File: src/rtl/assert_macros.svh
// ----------------------------------------------------------------------------
// assertion macros shared by the decoder rtl
// ----------------------------------------------------------------------------
`ifndef ASSERT_MACROS_SVH
`define ASSERT_MACROS_SVH

// same-cycle implication, checked out of reset
`define ASSERT_IMP(label, clk, rst_n, ante, cons) \
	label: assert property (@(posedge clk) disable iff (!(rst_n)) (ante) |-> (cons)) \
		else $error("assertion failed");

// next-cycle implication, checked out of reset
`define ASSERT_NXT(label, clk, rst_n, ante, cons) \
	label: assert property (@(posedge clk) disable iff (!(rst_n)) (ante) |=> (cons)) \
		else $error("assertion failed");

`endif

File: src/rtl/u8dec_pkg.sv
// ----------------------------------------------------------------------------
// u8dec_pkg
// types, codes and helpers for the utf-8 stream decoder
// ----------------------------------------------------------------------------
package u8dec_pkg;

	localparam int unsigned CP_W  = 21;
	localparam int unsigned ERR_W = 3;

	localparam logic [ERR_W-1:0] ERR_NONE  = 3'd0;
	localparam logic [ERR_W-1:0] ERR_LEAD  = 3'd1;
	localparam logic [ERR_W-1:0] ERR_TRUNC = 3'd2;
	localparam logic [ERR_W-1:0] ERR_CONT  = 3'd3;
	localparam logic [ERR_W-1:0] ERR_VALUE = 3'd4;

	localparam logic [2:0] LEN_2 = 3'd2;
	localparam logic [2:0] LEN_3 = 3'd3;
	localparam logic [2:0] LEN_4 = 3'd4;

	typedef struct packed {
		logic [CP_W-1:0]  code_point;
		logic [ERR_W-1:0] error_code;
		logic             end_of_string;
	} result_t;

	function automatic logic value_invalid(input logic [2:0] len, input logic [CP_W-1:0] v);
		logic bad;
		bad = 1'b0;
		unique case (len)
			LEN_2: begin
				bad = (v != '0) && (v < 21'h80);
			end
			LEN_3: begin
				bad = (v < 21'h800) || ((v >= 21'hD800) && (v <= 21'hDFFF));
			end
			LEN_4: begin
				bad = (v < 21'h10000);
			end
			default: begin
				bad = 1'b0;
			end
		endcase
		return bad;
	endfunction

endpackage

File: src/rtl/u8dec_step.sv
// ----------------------------------------------------------------------------
// u8dec_step
// sequence state and per-byte decode; while fire is high, one byte per cycle
// ----------------------------------------------------------------------------
`include "assert_macros.svh"

module u8dec_step (
	input  logic                 clk,
	input  logic                 arst_n,
	input  logic                 fire,
	input  logic [7:0]           byte_s1,
	input  logic                 last_s1,
	output logic                 push,
	output u8dec_pkg::result_t   res
);
	import u8dec_pkg::*;

	logic [1:0]      bytes_left_q, bytes_left_d;
	logic [2:0]      seq_len_q, seq_len_d;
	logic [CP_W-1:0] acc_q, acc_d;
	logic            bad_q, bad_d;
	logic            discard_q, discard_d;

	logic            emit;
	logic [CP_W-1:0] emit_cp;
	logic [ERR_W-1:0] emit_err;
	logic            bad_n;
	logic [CP_W-1:0] acc_n;
	logic [1:0]      left_n;

	always_comb begin
		bytes_left_d = bytes_left_q;
		seq_len_d    = seq_len_q;
		acc_d        = acc_q;
		bad_d        = bad_q;
		discard_d    = discard_q;
		emit         = 1'b0;
		emit_cp      = '0;
		emit_err     = ERR_NONE;
		bad_n        = bad_q | (byte_s1[7:6] != 2'b10);
		acc_n        = {acc_q[CP_W-7:0], byte_s1[5:0]};
		left_n       = bytes_left_q - 2'd1;

		if (discard_q) begin
			if (last_s1) begin
				discard_d    = 1'b0;
				bytes_left_d = '0;
				seq_len_d    = '0;
				acc_d        = '0;
				bad_d        = 1'b0;
			end
		end else if (bytes_left_q == 2'd0) begin
			priority if (byte_s1[7] == 1'b0) begin
				emit    = 1'b1;
				emit_cp = {{(CP_W-8){1'b0}}, byte_s1};
			end else if (byte_s1[7:5] == 3'b110) begin
				seq_len_d    = LEN_2;
				bytes_left_d = 2'd1;
				acc_d        = {{(CP_W-5){1'b0}}, byte_s1[4:0]};
			end else if (byte_s1[7:4] == 4'b1110) begin
				seq_len_d    = LEN_3;
				bytes_left_d = 2'd2;
				acc_d        = {{(CP_W-4){1'b0}}, byte_s1[3:0]};
			end else if (byte_s1[7:3] == 5'b11110) begin
				seq_len_d    = LEN_4;
				bytes_left_d = 2'd3;
				acc_d        = {{(CP_W-3){1'b0}}, byte_s1[2:0]};
			end else begin
				emit     = 1'b1;
				emit_err = ERR_LEAD;
			end
			bad_d = 1'b0;
			if (!emit && last_s1) begin
				emit     = 1'b1;
				emit_err = ERR_TRUNC;
			end
		end else begin
			bad_d        = bad_n;
			acc_d        = acc_n;
			bytes_left_d = left_n;
			if (left_n != 2'd0) begin
				if (last_s1) begin
					emit     = 1'b1;
					emit_err = ERR_TRUNC;
				end
			end else begin
				emit = 1'b1;
				priority if (bad_n) begin
					emit_err = ERR_CONT;
				end else if (value_invalid(seq_len_q, acc_n)) begin
					emit_err = ERR_VALUE;
				end else begin
					emit_cp = acc_n;
				end
			end
		end

		if (emit) begin
			bytes_left_d = '0;
			seq_len_d    = '0;
			acc_d        = '0;
			bad_d        = 1'b0;
			if ((emit_err != ERR_NONE) && !last_s1) begin
				discard_d = 1'b1;
			end
		end
	end

	always_ff @(posedge clk or negedge arst_n) begin
		if (!arst_n) begin
			bytes_left_q <= '0;
			seq_len_q    <= '0;
			acc_q        <= '0;
			bad_q        <= 1'b0;
			discard_q    <= 1'b0;
		end else if (fire) begin
			bytes_left_q <= bytes_left_d;
			seq_len_q    <= seq_len_d;
			acc_q        <= acc_d;
			bad_q        <= bad_d;
			discard_q    <= discard_d;
		end
	end

	assign push               = fire && emit;
	assign res.code_point     = emit_cp;
	assign res.error_code     = emit_err;
	assign res.end_of_string  = last_s1;

	`ASSERT_IMP(a_discard_idle, clk, arst_n, discard_q, (bytes_left_q == 2'd0) && (acc_q == '0))
	`ASSERT_IMP(a_err_zero_cp, clk, arst_n, push && (emit_err != ERR_NONE), emit_cp == '0)
	`ASSERT_IMP(a_left_len, clk, arst_n, bytes_left_q != 2'd0, {1'b0, bytes_left_q} < seq_len_q)

endmodule

File: src/rtl/u8dec_out.sv
// ----------------------------------------------------------------------------
// u8dec_out
// result register with one skid entry on the output channel
// ----------------------------------------------------------------------------
`include "assert_macros.svh"

module u8dec_out (
	input  logic                 clk,
	input  logic                 arst_n,
	input  logic                 push,
	input  u8dec_pkg::result_t   res,
	output logic                 full,
	output logic                 out_valid,
	input  logic                 out_stall,
	output u8dec_pkg::result_t   out_res
);
	import u8dec_pkg::*;

	logic    out_valid_q;
	result_t out_q;
	logic    skid_valid_q;
	result_t skid_q;
	logic    pop;

	assign pop = out_valid_q && !out_stall;

	always_ff @(posedge clk or negedge arst_n) begin
		if (!arst_n) begin
			out_valid_q  <= 1'b0;
			skid_valid_q <= 1'b0;
		end else if (!out_valid_q || pop) begin
			if (skid_valid_q) begin
				out_valid_q  <= 1'b1;
				skid_valid_q <= push;
			end else begin
				out_valid_q  <= push;
			end
		end else if (push) begin
			skid_valid_q <= 1'b1;
		end
	end

	always_ff @(posedge clk) begin
		if (!out_valid_q || pop) begin
			if (skid_valid_q) begin
				out_q  <= skid_q;
				skid_q <= res;
			end else begin
				out_q  <= res;
			end
		end else if (push) begin
			skid_q <= res;
		end
	end

	assign full      = out_valid_q && skid_valid_q;
	assign out_valid = out_valid_q;
	assign out_res   = out_q;

	`ASSERT_IMP(a_skid_behind_out, clk, arst_n, skid_valid_q, out_valid_q)
	`ASSERT_IMP(a_no_push_full, clk, arst_n, full, !push)
	`ASSERT_NXT(a_push_shows, clk, arst_n, push, out_valid_q)

endmodule

File: src/rtl/utf8_stream_decoder.sv
// ----------------------------------------------------------------------------
// utf8_stream_decoder
// byte-serial utf-8 decoder, one code point or error item per sequence
// ----------------------------------------------------------------------------
// usage:
//   input channel: in_valid/in_stall with data_byte and last_byte; last_byte
//   marks the final byte of a string
//   output channel: out_valid/out_stall with code_point, error_code and
//   end_of_string; one item per completed sequence or per error
//   after an error inside a string, the remaining bytes up to and including
//   the marked byte give no item
// timing:
//   one byte accepted per cycle while in_stall is low; a byte is held in the
//   input register, is then decoded on the way into the result register or the
//   skid entry, and shows on out_valid once it reaches the result register
//   a result register plus one skid entry decouple the receiver; in_stall
//   rises only when both hold an item and the input register is occupied
// reset:
//   arst_n clears all sequence state and empties every register; no
//   start-up pass, the block takes bytes right after reset
// ----------------------------------------------------------------------------
module utf8_stream_decoder (
	input  logic        clk,
	input  logic        arst_n,
	input  logic        in_valid,
	output logic        in_stall,
	input  logic [7:0]  data_byte,
	input  logic        last_byte,
	output logic        out_valid,
	input  logic        out_stall,
	output logic [20:0] code_point,
	output logic [2:0]  error_code,
	output logic        end_of_string
);
	import u8dec_pkg::*;

	logic       v_s1;
	logic [7:0] byte_s1;
	logic       last_s1;
	logic       full;
	logic       fire;
	logic       push;
	logic       in_take;
	result_t    res;
	result_t    out_res;

	assign fire     = v_s1 && !full;
	assign in_stall = v_s1 && full;
	assign in_take  = in_valid && !in_stall;

	always_ff @(posedge clk or negedge arst_n) begin
		if (!arst_n) begin
			v_s1 <= 1'b0;
		end else if (in_take) begin
			v_s1 <= 1'b1;
		end else if (fire) begin
			v_s1 <= 1'b0;
		end
	end

	always_ff @(posedge clk) begin
		if (in_take) begin
			byte_s1 <= data_byte;
			last_s1 <= last_byte;
		end
	end

	u8dec_step u_step (
		.clk     (clk),
		.arst_n  (arst_n),
		.fire    (fire),
		.byte_s1 (byte_s1),
		.last_s1 (last_s1),
		.push    (push),
		.res     (res)
	);

	u8dec_out u_out (
		.clk       (clk),
		.arst_n    (arst_n),
		.push      (push),
		.res       (res),
		.full      (full),
		.out_valid (out_valid),
		.out_stall (out_stall),
		.out_res   (out_res)
	);

	assign code_point    = out_res.code_point;
	assign error_code    = out_res.error_code;
	assign end_of_string = out_res.end_of_string;

endmodule
File: config.mk
export PLATFORM = sky130hd
export DESIGN_NAME = utf8_stream_decoder
export DESIGN_NICKNAME = d
export VERILOG_FILES = /design/src/rtl/u8dec_pkg.sv /design/src/rtl/u8dec_step.sv /design/src/rtl/u8dec_out.sv /design/src/rtl/utf8_stream_decoder.sv
export VERILOG_INCLUDE_DIRS = /design/src /design/src/rtl
export SDC_FILE = /design/constraint.sdc
export NUM_CORES = 1
export LEC_CHECK = 0
export ABC_CLOCK_PERIOD_IN_PS = 3600
export BUFFER_PORTS_ARGS = -buffer_cell sky130_fd_sc_hd__buf_2
export CORE_ASPECT_RATIO = 2
export CORE_MARGIN = 2
export CORE_UTILIZATION = 53
export CTS_CLUSTER_DIAMETER = 60
export DETAILED_ROUTE_END_ITERATION = 12
export PLACE_DENSITY = 0.87
export SETUP_SLACK_MARGIN = 0.1
export SLEW_MARGIN = 25
export SYNTH_ARGS = -nofsm -noshare
export SYNTH_HDL_FRONTEND = slang
export SYNTH_SLANG_ARGS = --single-unit
File: constraint.sdc
create_clock -name clk -period 3.6 [get_ports clk]
set_input_delay 0.18 -clock clk [delete_from_list [all_inputs] [get_ports clk]]
set_output_delay 0.18 -clock clk [all_outputs]
set_load 0.01 [all_outputs]
Word-level counts from Yosys, hierarchy flattened
Index checks and enable logic that the tools add are counted.
- memories kept: 0
- word-level logic and storage cells: 140
- ROM bits: 0
- input bits: 13
- bits in latches: 0
- output and inout port bits: 27
- bits in writable memories: 0
- bits in registers: 84
- bitwise gates (word level): 1
- div/mod/pow operators: 0
- equality and inequality tests: 11
- shifts and indexed selects: 0
- reduce and logical (&&, ||, !) cells: 31
- order comparisons: 5
- multipliers: 0
- muxes and demuxes: 75
- $add $sub $neg: 1
- operators by type and width (cell ; number):
    15-bit 2-to-1 mux ; 8
    21-bit 2-to-1 mux ; 5
    25-bit 2-to-1 mux ; 4
    3-bit 2-to-1 mux ; 17
    1-bit 2-to-1 mux ; 30
    21-bit by 16-bit >= comparator with 1-bit output, second input constant ; 1
    21-bit by 16-bit <= comparator with 1-bit output, second input constant ; 1
    21-bit by 12-bit < comparator with 1-bit output, second input constant ; 1
    21-bit by 17-bit < comparator with 1-bit output, second input constant ; 1
    21-bit by 8-bit < comparator with 1-bit output, second input constant ; 1
    21-bit nonzero test ; 1
    2-bit 2-to-1 mux ; 9
    1-bit logical AND ; 10
    3-bit nonzero test ; 3
    7-bit 2-to-1 mux ; 1
    3-bit by 2-bit equality test with 1-bit output, second input constant ; 2
    3-bit equality test, second input constant ; 2
    1-bit logical NOT ; 6
    6-bit by 4-bit != test with 1-bit output, second input constant ; 1
    2-bit nonzero test ; 3
    5-bit equality test, second input constant ; 1
    5-bit AND reduction ; 1
    5-bit nonzero test ; 1
    4-bit equality test, second input constant ; 1
    11 further kinds ; 13

Longest topological paths before layout
Gate-level depths: netlist of the first run.
- word-level depth: 17
- gate-level depth with buffers: 6
- mapped depth without buffers: 4

Modules after synthesis
From an unflattened synthesis of the first run, not the netlist that was laid out.
- cells, all modules: 254
- area total of the unflattened synthesis: 3575.9 µm²
- modules (own cells, without submodules) (module ; cells an instance ; area each (µm²) ; instances):
    u8dec_out ; 87 ; 1928.1 ; 1
    u8dec_step ; 153 ; 1320.0 ; 1
    utf8_stream_decoder ; 14 ; 327.8 ; 1

Worst setup path after synthesis of the first run
Ideal clock, no wire load.
- path kind: register to register
- start point: reg u_out.out_valid_q (netlist: u_out.out_valid)
- end point: reg u_out.skid_q[0] (netlist bit) (enable)
- clock period less this slack: 3.403 ns
- library setup time: 0.442 ns
- stages on the path, launching flop included: 3
- arrival: 2.961 ns
- required time: 3.158 ns
- slack: 0.197 ns
- cell sequence: dfrtp_1 nand2_1 o21ai_0
- word-level cells in the longest chain between the ends: 6
- ends and longest elaborated chain (what ; RTL line ; source):
    start: declaration ; u8dec_out.sv:19 ; logic out_valid_q;
    start signal: assignment ; u8dec_out.sv:36 ; out_valid_q <= push;
    1-bit logical AND ; u8dec_out.sv:56 ; assign full = out_valid_q && skid_valid_q;
    1-bit logical NOT ; utf8_stream_decoder.sv:47 ; assign fire = v_s1 && !full;
    1-bit logical AND ; utf8_stream_decoder.sv:47 ;
    1-bit logical AND ; u8dec_step.sv:125 ; assign push = fire && emit;
    2-bit nonzero test (no line) ; - ;
    2-bit AND reduction (no line) * ; - ;
    end signal: assignment ; u8dec_out.sv:47 ; skid_q <= res;
    end signal: assignment ; u8dec_out.sv:52 ; skid_q <= res;
    end: declaration ; u8dec_out.sv:22 ; result_t skid_q;
Every way passes the cells marked *; elsewhere a longest branch is shown, timed or not.
A chain may end at the register's enable or synchronous reset.

Worst setup path after layout of the first run
- start point: reg u_step.bytes_left_q[0]
- end point: reg u_out.skid_q[20] (netlist bit) (enable)
- word-level cells in the longest chain between the ends: 8
- ends and longest elaborated chain (what ; RTL line ; source):
    start: declaration ; u8dec_step.sv:18 ; logic [1:0] bytes_left_q, bytes_left_d;
    start signal: assignment ; u8dec_step.sv:117 ; bytes_left_q <= bytes_left_d;
    2-bit by 1-bit subtractor with 2-bit output ; u8dec_step.sv:42 ; left_n = bytes_left_q - 2'd1;
    2-bit nonzero test ; u8dec_step.sv:81 ; if (left_n != 2'd0) begin
    1-bit 2-to-1 mux ; u8dec_step.sv:81 ;
    1-bit 2-to-1 mux * ; u8dec_step.sv:52 ; end else if (bytes_left_q == 2'd0) begin
    1-bit 2-to-1 mux * ; u8dec_step.sv:44 ; if (discard_q) begin
    1-bit logical AND * ; u8dec_step.sv:125 ;
    2-bit nonzero test (no line) * ; - ;
    2-bit AND reduction (no line) * ; - ;
Marked as above.

==> results by group, run 1 <==
Global routing
  – Vias in the first global route: 2652
  – Initial antenna violation count: 0
  – Remaining Overflow, GRT: 0
  – First-pass GRT wire length: 12800 um
  – GRT Total Usage: 0.222
  – Pin count of the biggest net entering global routing: between 50 and 60

Critical path
  – CP Max Fanout: 25
  – Slowest stage delay, CP: roughly 670 ps
  – Reg2reg setup slack: approximately 1300 ps
  – CP endpoint kind: flip-flop
  – FF-to-FF path depth: 4
  – RR Endpoint: u_out.skid_q[20]$_DFFE_PP_
  – CP Cell Sequence: a31oi_2, a31oi_1, o21ai_0, o21ai_4
  – Critical Path AT: 2280 ps
  – Crit path from: u_step.bytes_left_q[0]$_DFFE_PN0P_
  – End of the critical path: u_out.skid_q[20]$_DFFE_PP_
  – RR Startpoint: u_step.bytes_left_q[0]$_DFFE_PN0P_
  – Max stage delay cell, worst path: o21ai_4
  – Crit Path Class: reg2reg
  – WP data required: ~3600 ps
  – Crit start category: flip-flop

STA
  – TNS Setup: 0 ps
  – Period utilisation layout: 0.641
  – Min Clock Period, post-route: 2310 ps
  – Unrepaired setup endpoints after global routing: false
  – Clock Skew: between 5 and 6 ps
  – Final setup violation count: 0
  – Final hold vios: 0
  – Peak Freq: 0.433 GHz
  – Normalized max-slew margin: 0.414
  – Slew Limit Fails: 0
  – Least-Margin Pin Slew: just under 900 ps

Detailed routing
  – Pre-antenna DRT Iters: 7
  – Detail Route Antenna Nets: 0
  – Met2 WL post-DR: 4100 um
  – Avg WL per Cell: about 17 um
  – Metal3 WL: roughly 450 um
  – Via Count: between 2000 and 3000
  – Drt drc: 0
  – Wire length on met1: around 2800 um
  – Top layer used by detailed routing: met4
  – Iter 0 DRT Violations: a little over 200
  – Via density: 5.82
  – Final WL: 7870 um

Logic synthesis
  – Yosys warnings: 0
  – Synth Area per Inst: between 10 and 15 um^2
  – Seq cells post-synth: 84
  – Mapped Nets: 339
  – Top FF cell, synth: edfxtp_1
  – Number of synthesized flops with an enable pin: 59
  – Async SR Flop Fraction: 0.298
  – Synth Instances: 326
  – Mapped Area: 3780 um^2
  – Sequential fraction of the synthesis area: 0.634
  – Yosys cell types: 52

Layout
  – ANT cells: 0
  – Highest-count cells in the layout ignoring fill and taps: edfxtp_1, nand2_1, buf_2
  – Layout cells sized above 1: 0.228
  – Filler cell count: 532
  – Commonest non-fill, non-tap cell in the layout: edfxtp_1
  – Area Growth Syn to Fin: 17.2%
  – Nets: 381

Power and ir drop
  – Power Density: 801 nW/um^2
  – Switch Pwr: 1.22 mW
  – Pint: 2.33 mW
  – Switching share of power: 0.344
  – Overall Power: 3.55 mW
  – Clock network power share: 0.255
  – Peak VDD IR: 0.371 mV
  – Leakage: 1.69 nW
  – Combinational share of power: 0.296
  – Seq pwr share: 0.449

Floorplan
  – I/O pins: 40
  – Total Die Area: 7860 um^2
  – Row Count: 43
  – Die height: approximately 120 um
  – Initial core utilization: 0.545
  – Core area: between 6000 and 7000 um^2
  – Die W: around 64 um

Outcome
  – Status: complete, no violations

Clocking
  – H-tree depth: 3
  – Worst-Skew Late Latency: around 340 ps
  – CTS max path bufs: 2
  – Clk sinks: 84
  – Cts bufs inserted: 9
  – Clock root cell: clkbuf_16
  – Clock-pin slew on the worst setup and hold paths: 60 ps
  – Postcts setup bufs: 0
  – TritonCTS clock tree: built

Place
  – Hpwl dp: 5490 um
  – Port bufs: 39
  – Routability cong.: 0.899

Flow run
  – Max-Cap Viols: 0

Worst hold path
  – Hold WC Path Type: in2reg
==> critical path: cells and delay by family (launching register included) <==
family             cells  cell delay (ps)
DFF                    1              540
AOI/OAI and AO/OA      4             1370
==> kinds of logic (layout without fill, tap and decap cells) <==
family,Yosys count,count (layout),share of synthesized area
DFF,84,84,0.634
AOI/OAI and AO/OA,87,87,0.164
and+or+nand+nor,109,109,0.143
buffers and inverters,41,88,0.0447
adders and majority gates,1,1,0.00265
muxes,4,4,0.0119
==> registers in the layout, indices dropped and copies added (netlist names) <==
name	count
u_step.discard_q	1
u_out.skid_q	25
u_out.out_valid	1
u_out.out_res	25
u_step.acc_q	15
u_out.skid_valid_q	1
byte_s1	8
u_step.seq_len_q	3
u_step.bad_q	1
u_step.bytes_left_q	2
v_s1	1
last_s1	1
==> cell usage after synthesis (3+ instances only) <==
| cell | n | share of area |
|---|---|---|
| edfxtp_1 | 59 | 0.47 |
| nand2_1 | 52 | 0.052 |
| dfrtp_1 | 25 | 0.17 |
| o21ai_0 | 25 | 0.033 |
| nor2_1 | 20 | 0.020 |
| inv_1 | 19 | 0.019 |
| a21oi_1 | 18 | 0.024 |
| clkbuf_1 | 12 | 0.012 |
| nor3b_1 | 11 | 0.022 |
| o31ai_1 | 7 | 0.014 |
| o31ai_2 | 7 | 0.023 |
| buf_2 | 6 | 0.0079 |
| mux2_2 | 4 | 0.012 |
| or4_1 | 4 | 0.0079 |
| a2111oi_0 | 3 | 0.0070 |
| a22o_1 | 3 | 0.0070 |
| and3_1 | 3 | 0.0050 |
| buf_1 | 3 | 0.0030 |
| nor4_1 | 3 | 0.0050 |
| o21ai_1 | 3 | 0.0040 |
==> metal layers <==
| metal | up-vias | GRT usage |
|---|---|---|
| met5 | - | 0 |
| li1 | 1282 | - |
| met4 | 0 | 0.170 |
| met2 | 132 | 0.371 |
| met3 | 33 | 0.0500 |
| met1 | 1248 | 0.243 |
==> through the flow <==
| stage | setup slack, ps | utilization | hold slack, ps | cell area (um^2) | std cells |
|---|---|---|---|---|---|
| floorplan | 197 | - | -116 | 3780 | 326 |
| global placement | 1140 | 0.586 | 197 | 4070 | 441 |
| detailed placement | 1320 | 0.588 | 198 | 4080 | 441 |
| CTS | 1300 | 0.637 | 0.234 | 4420 | 462 |
| global route | 1120 | 0.639 | 7.57 | 4430 | 463 |
| finish | 1290 | 0.639 | 10.1 | 4430 | 463 |
==> how the worst min path moves through the flow <==
stage / startpoint / end / slack (ps) / cells after the start
detailed placement: arst_n / u_step.acc_q[10]$_DFFE_PN0P_ / 200 / 1
global placement: arst_n / u_step.acc_q[13]$_DFFE_PN0P_ / 200 / 1
global route: data_byte[4] / byte_s1[4]$_DFFE_PP_ / 8 / 1
CTS: data_byte[7] / byte_s1[7]$_DFFE_PP_ / 0.2 / 1
floorplan: arst_n / u_out.out_valid$_DFFE_PN0N_ / -120 / 0
finish: data_byte[7] / byte_s1[7]$_DFFE_PP_ / 10 / 1
==> cell type report <==
class / instances / area (um^2) / area share
clock buffer: 10 / 229 / 0.0517
clock inverter: 6 / 65.1 / 0.0147
inverter: 19 / 71.3 / 0.0161
multi-input combinational: 201 / 1240 / 0.280
sequential: 84 / 2400 / 0.541
tap: 90 / 113 / 0.0254
timing repair buffer: 53 / 315 / 0.0711
==> power groups by stage <==
stage	sequential, mW	clock, mW	combinational (mW)
after CTS	1.59	0.923	1.05
after global placement	1.59	0	1.00
after floorplan	1.63	0	0.674
after global routing	1.63	0.964	1.16
after detailed placement	1.61	0	1.04
final	1.59	0.906	1.05
==> what timing repair did <==
item                       CTS  global route
hold endpoints to repair    29             1
setup endpoints to repair    0             0
hold buffers                 5             1
resized for setup            0             0
No activity file was read; power rests on OpenSTA's default activity.
==> run 2, diff against run 1 <==
ABC_CLOCK_PERIOD_IN_PS = 1900   (was 3600)
clock period = 1.9 ns   (was 3.6 ns; I/O delays follow)
==> run 2 against run 1 <==
Effect of this change:
- the flow now finishes with violations (negative setup slack)
- design area rose by 18%
- critical path depth rose by 2
- clock power rose by 98%
- worst hold slack improved by 280 ps
- final cell count rose by 13%
- worst setup slack got worse by 1500 ps
- global-route usage rose by 3.2 points
- sequential power rose by 92%
- via count rose by 23%
- sequential cell count did not move
- critical path type unchanged
- critical endpoint is now u_out.out_res[10]$_DFFE_PN_
==> results by group, run 2 (synthesized netlist as in run 1, its figures left out) <==
Floorplan
  – Die height: 123 um
  – Initial core utilization: 0.545
  – Total Die Area: 7860 um^2
  – Row Count: 43
  – Die W: 63.7 um
  – Core area: 6940 um^2
  – I/O pins: 40

STA
  – Least-Margin Pin Slew: 607 ps
  – Normalized max-slew margin: 0.595
  – Final hold vios: 0
  – Final setup violation count: 36
  – Unrepaired setup endpoints after global routing: true
  – Clock Skew: 11.9 ps
  – Final setup margin: -239 ps
  – Peak Freq: 0.467 GHz
  – Period utilisation layout: 1.13
  – Min Clock Period, post-route: approximately 2100 ps
  – Slew Limit Fails: 0

Outcome
  – Violated checks: negative setup slack
  – Status: finished with violations

Layout
  – Nets: 440
  – Commonest non-fill, non-tap cell in the layout: edfxtp_1
  – Core Util, Final: 0.756
  – ANT cells: 0
  – Fin area: 5250 um^2
  – Layout cells sized above 1: 0.394
  – Filler cell count: 379
  – Highest-count cells in the layout ignoring fill and taps: edfxtp_1, buf_4, nand2_1
  – Area Growth Syn to Fin: 38.8%

Place
  – Post-DP Area: 4420 um^2
  – Port bufs: 39
  – Hpwl dp: about 6300 um
  – Routability cong.: 0.912
  – Dpl ws: -199 ps

Global routing
  – First-pass GRT wire length: 14700 um
  – Remaining Overflow, GRT: 0
  – GRT Total Usage: 0.254
  – Pin count of the biggest net entering global routing: 26
  – Met2 usage: 0.461
  – Met3 usage: 0.0446
  – Busiest layer in global routing: met2
  – Grt met1 use: 0.254
  – Initial antenna violation count: 0
  – Vias in the first global route: 2994

Critical path
  – RR Startpoint: byte_s1[3]$_DFFE_PP_
  – Critical Path AT: 2270 ps
  – Max stage delay cell, worst path: or4_4
  – WP data required: 2030 ps
  – CP Cell Sequence: or4_4, a211oi_4, buf_6, nor4_4, buf_4, o41ai_4
  – Crit. path cell count: 6
  – Crit Path Class: reg2reg
  – Slowest stage delay, CP: 590 ps
  – End of the critical path: u_out.out_res[10]$_DFFE_PN_
  – CP Max Fanout: 3
  – Crit start category: flip-flop
  – Delay-heaviest family, CP: simple AND/OR/NAND/NOR gates
  – CP endpoint kind: flip-flop
  – Worst Path Buf+Inv: 2
  – RR Endpoint: u_out.out_res[10]$_DFFE_PN_
  – Crit path from: byte_s1[3]$_DFFE_PP_
  – FF-to-FF path depth: 6
  – Reg2reg setup slack: -240 ps

Power and ir drop
  – Leakage: 2.10 nW
  – Peak VDD IR: 1.01 mV
  – Power Density: 1490 nW/um^2

Detailed routing
  – Via density: 6.34
  – Iter 0 DRT Violations: 381
  – Detail Route Antenna Nets: 0
  – Final WL: 11600 um
  – Avg WL per Cell: 22.2 um
  – Via Count: 3307
  – Drt drc: 0
  – Pre-antenna DRT Iters: 5

Clocking
  – TritonCTS clock tree: built
  – CTS max path bufs: 2
  – H-tree depth: 3
  – Cts bufs inserted: 9
  – Clock root cell: clkbuf_16
  – Clock-pin slew on the worst setup and hold paths: 70 ps
  – Worst-Skew Late Latency: between 300 and 400 ps
  – Clk sinks: 84

Flow run
  – Max-Cap Viols: 0

Worst hold path
  – Hold WC Path Type: in2reg
[run 2: changes by cell type in the layout (fill, tap and decap cells not counted), moves of 4 or more]
cell,delta
buf_4,+44
dlygate4sd3_1,+5
o31ai_4,+5
nor2_2,+4
o21ai_0,-5
nor2_1,-4
buf_6,+6
[run 2: power by group]
part           internal [mW]  switching [mW]  total, mW
Sequential              2.72           0.328       3.05
Clock                   1.09           0.700       1.79
Combinational           1.18            1.79       2.96
[run 2: worst min path at each step]
stage / from / endpoint / slack [ps] / cells after the start
3_5_place_dp: arst_n / u_step.acc_q[7]$_DFFE_PN0P_ / 130 / 1
6_report: out_stall / u_out.out_valid$_DFFE_PN0N_ / 290 / 3
3_3_place_gp: arst_n / u_step.acc_q[13]$_DFFE_PN0P_ / 120 / 1
2_1_floorplan: arst_n / u_out.out_valid$_DFFE_PN0N_ / -200 / 0
5_1_grt: arst_n / u_step.acc_q[7]$_DFFE_PN0P_ / 350 / 2
4_1_cts: out_stall / u_out.out_valid$_DFFE_PN0N_ / 270 / 3
[run 2: timing repair]
action,in CTS,in global routing
resized for setup,23,32
hold buffers,11,0
cloned,0,3
endpoints found under the setup margin,71,83
pin swaps,2,10
setup buffers,1,11
hold endpoints to repair,35,0
[run 2: metrics by stage]
stage               TNS (ps)  total power, mW  hold WS (ps)  std cells
floorplan                  0             4.41          -201        326
global placement       -1570             5.28           116        480
detailed placement     -6350             5.39           129        480
CTS                    -1890             7.29           267        508
global route           -7640             8.07           350        522
finish                 -5190             7.80           292        522
[run 2: cell type report]
| cell class | instances | area, um^2 | share of cell area |
|---|---|---|---|
| clock inverters | 4 | 47.5 | 0.00906 |
| repair buffers | 112 | 853 | 0.163 |
| multi-input cells | 201 | 1500 | 0.287 |
| flip-flops and latches | 84 | 2400 | 0.458 |
| well taps | 90 | 113 | 0.0215 |
| inverters | 19 | 71.3 | 0.0136 |
| clock buffers | 12 | 256 | 0.0489 |
[run 2: metal layers]
layer | part of all wire | routed length [um] | vias to the layer above
met5 | 0 | 0 | -
met4 | 0.071 | 821 | 0
met3 | 0.062 | 723 | 71
met2 | 0.55 | 6330 | 254
met1 | 0.32 | 3710 | 1582
li1 | - | - | 1400
[run 2: worst register-to-register path: stages (launching register included)]
cell	delay, ps
edfxtp_1	390
or4_4	590
a211oi_4	310
buf_6	160
nor4_4	50
buf_4	160
o41ai_4	280
==> run 3, diff against run 2 <==
CORE_MARGIN = 10   (was 2)
MAX_ROUTING_LAYER = met4   (was not set)
==> run 3 against run 2 <==
Effect of this change:
- the run still ends with negative setup slack left
- core utilization decreased by 1.2 points
- wire length decreased by 11%
- critical path depth decreased by 1
- die area increased by 41%
- sequential share of layout area increased by 0.64 points
- combinational power about the same
- total power decreased by 2.9%
- final cell count increased by 0.77%
- global-route usage decreased by 6.6 points
- fmax increased by 6.7%
- critical path type unchanged
- highest routed layer unchanged
==> results by group, run 3 (synthesized netlist as in run 1, its figures left out) <==
Layout
  – FF/Latch Area: 2400 um^2
  – Fin area: 5170 um^2
  – Layout cells sized above 1: 0.378
  – ANT cells: 0
  – Area Growth Syn to Fin: 36.7%
  – Commonest non-fill, non-tap cell in the layout: edfxtp_1
  – Highest-count cells in the layout ignoring fill and taps: edfxtp_1, buf_4, nand2_1
  – Filler cell count: 420
  – Finished Layout Cells: ~530
  – Multi-input gate area: 1440 um^2
  – Nets: 444

Global routing
  – Grt met1 use: 0.176
  – Initial antenna violation count: 0
  – First-pass GRT wire length: 15800 um
  – Remaining Overflow, GRT: 0
  – Vias in the first global route: 3168
  – Pin count of the biggest net entering global routing: 33
  – GRT Total Usage: 0.188
  – Busiest layer in global routing: met2
  – Met3 usage: 0.0471
  – Met2 usage: 0.318

Detailed routing
  – Via Count: 3085
  – Drt drc: 0
  – Pre-antenna DRT Iters: 4
  – Avg WL per Cell: 19.6 um
  – Iter 0 DRT Violations: between 200 and 300
  – Final WL: 10300 um
  – Detail Route Antenna Nets: 0
  – Via density: 5.87

Clocking
  – TritonCTS clock tree: built
  – Worst-Skew Late Latency: 350 ps
  – Cts bufs inserted: 9
  – CTS max path bufs: 2
  – Clock root cell: clkbuf_16
  – Clock-pin slew on the worst setup and hold paths: 60 ps
  – Clk sinks: 84
  – H-tree depth: 3

Power and ir drop
  – Peak VDD IR: around 0.76 mV
  – Overall Power: approximately 7.6 mW
  – Power Density: 1470 nW/um^2
  – Leakage: roughly 2.1 nW

Worst hold path
  – Hold WC Path Type: in2reg
  – Hold Path Stages: 3
  – Worst Hold Launch: out_stall
  – Hold Crit Endpoint: u_out.out_valid$_DFFE_PN0N_

STA
  – Clock Skew: 9.45 ps
  – Final setup violation count: 48
  – Slew Limit Fails: 0
  – Unrepaired setup endpoints after global routing: true
  – Period utilisation layout: 1.06
  – Normalized max-slew margin: 0.590
  – Peak Freq: 0.499 GHz
  – Least-Margin Pin Slew: approximately 620 ps
  – Final hold vios: 0
  – Min Clock Period, post-route: ~2000 ps
  – Final setup margin: -106 ps

Critical path
  – CP Max Fanout: 13
  – Crit Path Class: reg2reg
  – RR Startpoint: byte_s1[4]$_DFFE_PP_
  – RR Endpoint: u_out.skid_q[3]$_DFFE_PP_
  – WP data required: 1990 ps
  – Reg2reg setup slack: -110 ps
  – Crit start category: flip-flop
  – Critical Path AT: 2100 ps
  – FF-to-FF path depth: 5
  – CP endpoint kind: flip-flop

Place
  – Routability cong.: between 0.9 and 1
  – Port bufs: 39
  – Hpwl dp: 6960 um
  – Placed Cells: just under 500
  – Post-DP Area: 4510 um^2

Floorplan
  – Initial core utilization: 0.545
  – I/O pins: 40
  – Row Count: 43
  – Die height: ~140 um
  – Core area: 6940 um^2
  – Die W: 79.7 um
  – Total Die Area: 11100 um^2

Outcome
  – Status: finished with violations
  – Violated checks: negative setup slack

Flow run
  – Max-Cap Viols: 0
run 3: cell types whose count changed in the layout (fill, tap and decap cells not counted), moves of 2 or more:
cell	before	now
nor2_2	4	1
buf_12	2	4
dfrtp_1	22	25
a2111oi_2	2	0
clkbuf_16	11	9
a2111oi_0	0	2
dfrtp_2	3	0
o31ai_2	5	11
nor2_1	16	19
o31ai_4	5	0
buf_4	52	56
run 3: area by class of cell:
cell class,count,share of cell area
Timing Repair Buffer,116,0.169
Tap cell,90,0.0218
Sequential cell,84,0.464
Clock buffer,12,0.0477
Multi-Input combinational cell,201,0.279
Clock inverter,4,0.00509
Inverter,19,0.0138
run 3: worst max path at each step:
stage                     slack (ps)  cells past startpoint                     endpoint                          from
after floorplan                   50                      5  u_out.out_res[11]$_DFFE_PN_          byte_s1[1]$_DFFE_PP_
after global placement          -140                      5   u_out.out_res[4]$_DFFE_PN_          byte_s1[5]$_DFFE_PP_
after detailed placement        -190                      5  u_out.out_res[17]$_DFFE_PN_  u_step.acc_q[10]$_DFFE_PN0P_
after CTS                       -110                      5    u_out.skid_q[3]$_DFFE_PP_          byte_s1[4]$_DFFE_PP_
after global routing            -150                      5  u_out.out_res[17]$_DFFE_PN_          byte_s1[1]$_DFFE_PP_
final                           -110                      5    u_out.skid_q[3]$_DFFE_PP_          byte_s1[4]$_DFFE_PP_
run 3: power breakdown:
| group | total, mW | internal (mW) | switching [mW] |
|---|---|---|---|
| Combinational | 2.97 | 1.25 | 1.71 |
| Sequential | 2.99 | 2.71 | 0.286 |
| Clock | 1.61 | 0.919 | 0.691 |
| Total | 7.57 | 4.88 | 2.69 |
run 3: per-stage QoR:
step | util | hold slack, ps | TNS, ps | setup slack, ps
2_1_floorplan | - | -201 | 0 | 51.2
5_1_grt | 0.744 | 298 | -5640 | -148
4_1_cts | 0.724 | 245 | -857 | -110
6_report | 0.744 | 242 | -1310 | -106
3_3_place_gp | 0.650 | 120 | -2130 | -136
3_5_place_dp | 0.650 | 136 | -5720 | -192
run 3: timing repair:
item | in CTS | in global routing
endpoints found under the hold margin | 35 | 0
pin swaps | 6 | 6
resized for setup | 17 | 23
gates cloned | 0 | 0
buffers inserted | 4 | 6
endpoints found under the setup margin | 70 | 73
hold buffers | 11 | 0
run 3: critical path: stages, from the launching register on:
cell and delay, ps:
edfxtp_1 460, or4_4 560, a211oi_4 270, nor4_2 100, buf_4 190, and2_1 170
run 3: routing by layer:
layer	vias to the layer above	routed length [um]
met5	-	0
met1	1506	3590
li1	1411	-
met2	125	5730
met4	0	558
met3	43	455
